$ cat config.mk
export PLATFORM = sky130hd
export DESIGN_NAME = tcp_option_signature
export DESIGN_NICKNAME = d
export VERILOG_FILES = /design/src/rtl/tos_pkg.sv /design/src/rtl/tcp_option_signature.sv
export SDC_FILE = /design/constraint.sdc
export NUM_CORES = 1
export LEC_CHECK = 0
export BUFFER_PORTS_ARGS = -buffer_cell sky130_fd_sc_hd__buf_2
export CAP_MARGIN = 20
export CORE_AREA = 2 2 107 109
export DETAILED_ROUTE_END_ITERATION = 10
export DIE_AREA = 0 0 109 111
export PLACE_DENSITY = 0.94
export SYNTH_ARGS = -nofsm -noshare
export SYNTH_HDL_FRONTEND = slang
export SYNTH_SLANG_ARGS = --single-unit
$ cat constraint.sdc
create_clock -name clk -period 7.25 [get_ports clk]
set_input_delay 0 -clock clk [delete_from_list [all_inputs] [get_ports clk]]
set_output_delay 0 -clock clk [all_outputs]
set_load 0.1 [all_outputs]
$ cat src/rtl/tos_pkg.sv
// Shared types and constants for the TCP option signature block.
package tos_pkg;

  localparam int unsigned SigW   = 64;
  localparam int unsigned CountW = 8;
  localparam int unsigned SkipW  = 4;
  localparam int unsigned CodeW  = 3;

  // Option kinds with a code of their own
  localparam logic [7:0] KIND_EOL  = 8'd0;
  localparam logic [7:0] KIND_NOP  = 8'd1;
  localparam logic [7:0] KIND_MSS  = 8'd2;
  localparam logic [7:0] KIND_WS   = 8'd3;
  localparam logic [7:0] KIND_TS   = 8'd8;

  // Signature codes
  localparam logic [CodeW-1:0] CODE_UNKNOWN = 3'd0;
  localparam logic [CodeW-1:0] CODE_MSS     = 3'd1;
  localparam logic [CodeW-1:0] CODE_NOP     = 3'd2;
  localparam logic [CodeW-1:0] CODE_WS      = 3'd3;
  localparam logic [CodeW-1:0] CODE_TS      = 3'd4;
  localparam logic [CodeW-1:0] CODE_MSS_STD = 3'd5;
  localparam logic [CodeW-1:0] CODE_EOL     = 3'd6;

  // Bytes skipped after a kind
  localparam logic [SkipW-1:0] SKIP_WS    = 4'd2;
  localparam logic [SkipW-1:0] SKIP_TS    = 4'd9;
  localparam logic [SkipW-1:0] SKIP_MSS   = 4'd1;
  localparam logic [SkipW-1:0] SKIP_LIMIT = 4'd9;

  // MSS value 265 split into its two bytes
  localparam logic [7:0] MSS_STD_HI = 8'd1;
  localparam logic [7:0] MSS_STD_LO = 8'd9;

  localparam logic [CountW-1:0] COUNT_MAX = '1;

  typedef struct packed {
    logic [7:0] option_byte;
    logic       is_last;
  } opt_beat_t;

  typedef struct packed {
    logic [SigW-1:0]   signature;
    logic [CountW-1:0] option_count;
    logic              unknown_seen;
  } sig_beat_t;

endpackage

$ cat src/rtl/tcp_option_signature.sv
// Top level of the TCP option signature block: byte parser and result register.
//
//  channel | direction | payload      | handshake
//  --------+-----------+--------------+---------------------
//  opt     | in        | opt_beat_t   | opt_valid / opt_ready
//  sig     | out       | sig_beat_t   | sig_valid / sig_ready
//
// One option byte is taken per cycle while opt_ready is high; parsing is a single pass of
// combinational logic from the parse state into the next parse state.
// The edge that takes a last beat loads the result register; the result
// is valid from the next cycle on.
// opt_ready drops only while a result waits and sig_ready is low.
// Reset (synchronous) clears the parse state and the result valid.
module tcp_option_signature
  import tos_pkg::*;
(
  input  logic      clk,
  input  logic      rst,
  input  logic      opt_valid,
  output logic      opt_ready,
  input  opt_beat_t opt_beat,
  output logic      sig_valid,
  input  logic      sig_ready,
  output sig_beat_t sig_beat
);

  typedef enum logic [1:0] {
    PH_KIND,
    PH_FIRST,
    PH_SECOND
  } phase_t;

  // Parse state
  logic [SigW-1:0]   sig_accum;
  logic [SkipW-1:0]  skip_left;
  phase_t            mss_phase;
  logic [7:0]        held_first;
  logic [CountW-1:0] code_count;
  logic              unknown_flag;

  logic [SigW-1:0]   sig_accum_next;
  logic [SkipW-1:0]  skip_left_next;
  phase_t            mss_phase_next;
  logic [7:0]        held_first_next;
  logic [CountW-1:0] code_count_next;
  logic              unknown_flag_next;

  // Decoded kind of the current byte
  logic [CodeW-1:0]  kind_code;
  logic [SkipW-1:0]  kind_skip;
  logic              kind_mss;
  logic              kind_unknown;

  logic              do_append;
  logic [CodeW-1:0]  append_code;
  logic              accept;

  assign accept    = opt_valid && opt_ready;
  // Take a new byte whenever the result register is empty or draining
  assign opt_ready = !sig_valid || sig_ready;

  always_comb begin
    kind_code    = CODE_UNKNOWN;
    kind_skip    = '0;
    kind_mss     = 1'b0;
    kind_unknown = 1'b0;
    unique case (opt_beat.option_byte)
      KIND_EOL: kind_code = CODE_EOL;
      KIND_NOP: kind_code = CODE_NOP;
      KIND_MSS: begin
        kind_code = CODE_MSS;
        kind_mss  = 1'b1;
      end
      KIND_WS: begin
        kind_code = CODE_WS;
        kind_skip = SKIP_WS;
      end
      KIND_TS: begin
        kind_code = CODE_TS;
        kind_skip = SKIP_TS;
      end
      default: kind_unknown = 1'b1;
    endcase
  end

  always_comb begin
    skip_left_next    = skip_left;
    mss_phase_next    = mss_phase;
    held_first_next   = held_first;
    unknown_flag_next = unknown_flag;
    do_append         = 1'b0;
    append_code       = kind_code;

    priority if (skip_left != '0) begin
      // Inside an option body: count down and drop the byte
      skip_left_next = skip_left - SkipW'(1);
    end else if (mss_phase == PH_FIRST) begin
      mss_phase_next = PH_KIND;
      if (opt_beat.is_last) begin
        // No room for the MSS value: treat the byte as a kind
        do_append         = 1'b1;
        skip_left_next    = kind_skip;
        unknown_flag_next = unknown_flag || kind_unknown;
      end else begin
        held_first_next = opt_beat.option_byte;
        mss_phase_next  = PH_SECOND;
      end
    end else if (mss_phase == PH_SECOND) begin
      mss_phase_next = PH_KIND;
      skip_left_next = SKIP_MSS;
      if (held_first == MSS_STD_HI && opt_beat.option_byte == MSS_STD_LO) begin
        do_append   = 1'b1;
        append_code = CODE_MSS_STD;
      end
    end else begin
      do_append         = 1'b1;
      skip_left_next    = kind_skip;
      mss_phase_next    = kind_mss ? PH_FIRST : PH_KIND;
      unknown_flag_next = unknown_flag || kind_unknown;
    end

    if (do_append) begin
      sig_accum_next  = {sig_accum[SigW-CodeW-1:0], append_code};
      code_count_next = (code_count == COUNT_MAX) ? code_count
                                                  : code_count + CountW'(1);
    end else begin
      sig_accum_next  = sig_accum;
      code_count_next = code_count;
    end
  end

  always_ff @(posedge clk) begin
    if (rst) begin
      sig_accum    <= '0;
      skip_left    <= '0;
      mss_phase    <= PH_KIND;
      held_first   <= '0;
      code_count   <= '0;
      unknown_flag <= 1'b0;
      sig_valid    <= 1'b0;
    end else begin
      if (sig_valid && sig_ready) begin
        sig_valid <= 1'b0;
      end
      if (accept) begin
        if (opt_beat.is_last) begin
          // Hand the finished signature over and start a fresh area
          sig_beat.signature    <= sig_accum_next;
          sig_beat.option_count <= code_count_next;
          sig_beat.unknown_seen <= unknown_flag_next;
          sig_valid             <= 1'b1;
          sig_accum             <= '0;
          skip_left             <= '0;
          mss_phase             <= PH_KIND;
          held_first            <= '0;
          code_count            <= '0;
          unknown_flag          <= 1'b0;
        end else begin
          sig_accum    <= sig_accum_next;
          skip_left    <= skip_left_next;
          mss_phase    <= mss_phase_next;
          held_first   <= held_first_next;
          code_count   <= code_count_next;
          unknown_flag <= unknown_flag_next;
        end
      end
    end
  end

  // A last byte always produces a result in the next cycle
  a_last_gives_result: assert property (@(posedge clk) disable iff (rst)
    accept && opt_beat.is_last |=> sig_valid)
    else $error("last byte did not load the result register");

  // Skip counter never exceeds the longest option body
  a_skip_range: assert property (@(posedge clk) disable iff (rst)
    skip_left <= SKIP_LIMIT)
    else $error("skip counter out of range");

  // While skipping, no MSS capture is pending
  a_skip_phase: assert property (@(posedge clk) disable iff (rst)
    skip_left != '0 |-> mss_phase == PH_KIND)
    else $error("skip and MSS capture overlap");

  // Without an appended code the signature and flag stay clear
  a_empty_clear: assert property (@(posedge clk) disable iff (rst)
    code_count == '0 |-> sig_accum == '0 && !unknown_flag)
    else $error("signature changed without a code");

endmodule
==> impl_metrics.py <==
metrics = {
    "logic_synthesis": {
        "synthFlopType": "dfxtp_1",
        "synthCells": 503,
        "syn-num-nets": 519,
        "yosysSeqAreaShare": 0.603,
        "synth-seq-cells": 161,
        "synth_enable_flop_cells": 73,
        "synth.avg_cell_area_um2": 13.0,
        "synth.distinct_cells": 61,
        "yosys_warnings": 0,
        "synth_area_um2": 6560,
        "ys_async_sr_fraction": 0,
    },
    "placed_design": {
        "post_dp_cell_area_um2": 7050,
        "dp_hpwl_mm": 8.40,
        "dp_cells": 705,
        "port_buffers": 87,
        "routabilityCongestion": 0.879,
    },
    "finish": {
        "stdcell_area_um2": 7730,
        "num_antenna_cells": 0,
        "fin_nets": 606,
        "nFillCells": 701,
        "finalNonFillerCells": 746,
        "drive_gt1_frac": 0.332,
        "area_growth_pct": 17.9,
    },
    "routing": {
        "met2_length_mm": 7.41,
        "wl_per_cell_um": 19.0,
        "ant_nets": 0,
        "top_layer": "met4",
        "drc": 0,
        "drt_iter0_markers": 355,
        "m1WireLength_mm": 5.67,
        "first_pass_iters": 5,
        "dr_wl_met3_um": 893,
        "vias": 4595,
        "via_per_inst": 6.16,
        "routed_wl_mm": 14.2,
    },
    "pwr": {
        "combPwrFrac": 0.069,
        "internal_power_w": 0.00147,
        "switching_share": 0.258,
        "ir_drop_v": 0.000140,
        "power_w": 0.00198,
        "pwr-share-clk": 0.446,
        "p_seq_frac": 0.485,
        "power_density_nw_per_um2": 256,
        "leakage_nw": 2.97,
        "power_switching_w": 0.000511,
    },
    "floorplan": {
        "top_level_ports": 88,
        "die_w_um": 109,
        "initial_core_util": 0.592,
        "die_y_um": 111,
        "core_um2": 11100,
        "die_area_um2": 12100,
        "fp-row-count": 39,
    },
    "clocking": {
        "cts-htree-levels": 4,
        "clk_latency_ps": 420,
        "clock_sinks": 161,
        "cts_buffer_depth": 2,
        "cts_resized": 0,
        "numCtsBuffers": 17,
        "clkSlewWorstSetupHoldPaths_ps": 60,
        "cts_setup_buffers": 0,
        "cts_tree": "done",
        "root_buffer": "clkbuf_16",
    },
    "critical_path": {
        "arrival_ps": 3250,
        "path_class": "reg2reg",
        "worst_ep_required_time_ps": 7540,
        "cp-start-kind": "flip-flop",
        "end_kind": "flip-flop",
        "cp_max_fo": 76,
    },
    "run": {
        "max_cap_viol_count": 0,
    },
    "sta": {
        "finalSetupTns_ps": 0,
        "drv_slew": 0,
        "rsz0062_at_grt": "false",
        "setup-violations-final": 0,
        "slew_headroom": 0.369,
        "post-route-min-period_ps": 2960,
        "tightestPinTransition_ps": 943,
        "hold_viol": 0,
        "fin_skew_ps": 6.86,
        "max_freq_mhz": 338,
        "timing.final.crit_share": 0.408,
    },
    "global_route": {
        "grt_pass1_vias": 4465,
        "grt_start_max_net_pins": 77,
        "grt_usage": 0.241,
        "grt_pass1_wl_mm": 22.6,
        "overflow": 0,
        "grt_antenna_before_repair": 0,
    },
    "status": {
        "outcome": "completed",
    },
    "hold_path": {
        "hold_class": "in2reg",
    },
}
per-stage QoR:
step	hold WS [ps]	worst slack, ps	utilization
after floorplan	178	1610	-
after global placement	317	4560	0.636
after detailed placement	332	4410	0.636
after CTS	43.8	4330	0.698
after global routing	67.5	4080	0.698
final	62.6	4290	0.698
kinds of logic after synthesis:
group,after synthesis,synth area share
DFF,161,0.603
and+or+nand+nor,105,0.101
AOI/OAI and AO/OA,125,0.144
adders and majority gates,3,0.00573
muxes,62,0.106
buffers and inverters,42,0.0334
xor gates and xnor gates,5,0.00668
Yosys cell counts (all sizes together), types with 4 or more instances:
library cell   n  share of area
a21oi         25          0.020
a22o          61          0.081
a311o          4         0.0061
a31oi          7         0.0067
buf           16          0.019
clkbuf        17         0.0097
dfxtp         88           0.27
edfxtp        73           0.33
inv            9         0.0052
mux2          62           0.11
nand2         22          0.013
nand2b         6         0.0057
nand3          9         0.0069
nand4          7         0.0076
nand4b        10          0.013
nor2          21          0.012
nor2b          4         0.0038
nor3b          4         0.0053
nor4b          4          0.011
o21ai         11         0.0084
xnor2          5         0.0067
layer usage:
layer | up-vias | global-route usage
li1 | 2109 | -
met1 | 2264 | 0.313
met2 | 198 | 0.390
met3 | 24 | 0.0629
met4 | 0 | 0.0803
met5 | - | 0
sequential cells by signal, summed over array words and instances, names as in the netlist:
signal	count
sig_beat	73
skip_left	4
unknown_flag	1
held_first	8
code_count	8
sig_accum	64
sig_valid	1
mss_phase	2
layout by cell type, fill, tap and decap left out, drive strengths merged, types with 5 or more instances in the layout:
master / count
nand2: 22
buf: 92
o21ai: 11
nand3: 9
dfxtp: 88
a31oi: 7
edfxtp: 73
nand4b: 10
dlygate4sd3: 9
nand4: 7
a21oi: 25
xnor2: 5
nand2b: 6
a22o: 61
mux2: 62
nor2: 21
clkbuf: 17
inv: 17
critical path, cell delays in order (launching register included):
cell	delay [ps]
dfxtp_1	330
inv_1	110
ha_1	200
nor3b_2	290
o21ai_1	260
a21oi_4	170
buf_4	740
a21oi_4	80
buf_4	360
a22o_1	290
repair_timing:
item / CTS / global route
endpoints found under the hold margin: 9 / 0
hold buffers: 9 / 0
endpoints found under the setup margin: 0 / 0
area by class of cell:
| cell class | instances | area, um^2 | share of cell area |
|---|---|---|---|
| Tap cell | 143 | 179 | 0.0231 |
| Clock buffer | 17 | 425 | 0.0550 |
| Inverter | 9 | 33.8 | 0.00437 |
| Sequential cell | 161 | 3950 | 0.511 |
| Timing Repair Buffer | 101 | 563 | 0.0728 |
| Multi-Input combinational cell | 300 | 2410 | 0.312 |
| Clock inverter | 15 | 168 | 0.0217 |
path summary, 6_finish.rpt:
path | start | end | slack [ps] | cells past startpoint
max | skip_left[0]$_SDFFE_PP0P_ | sig_accum[37]$_SDFFE_PP0P_ | 4290 | 9
min | rst | mss_phase[1]$_SDFFE_PP0P_ | 60 | 2
max reg2reg | skip_left[0]$_SDFFE_PP0P_ | sig_accum[37]$_SDFFE_PP0P_ | 4290 | 9
min reg2reg | held_first[0]$_SDFFE_PP0P_ | held_first[0]$_SDFFE_PP0P_ | 460 | 2
power groups by stage:
stage / registers, W / clock network (W) / logic [W]
global placement: 0.000980 / 0 / 0.000129
CTS: 0.000961 / 0.000895 / 0.000136
finish: 0.000961 / 0.000885 / 0.000137
detailed placement: 0.000981 / 0 / 0.000132
global route: 0.000961 / 0.000933 / 0.000143
floorplan: 0.00105 / 0 / 0.0000398
No activity file was read; power rests on OpenSTA's default activity.
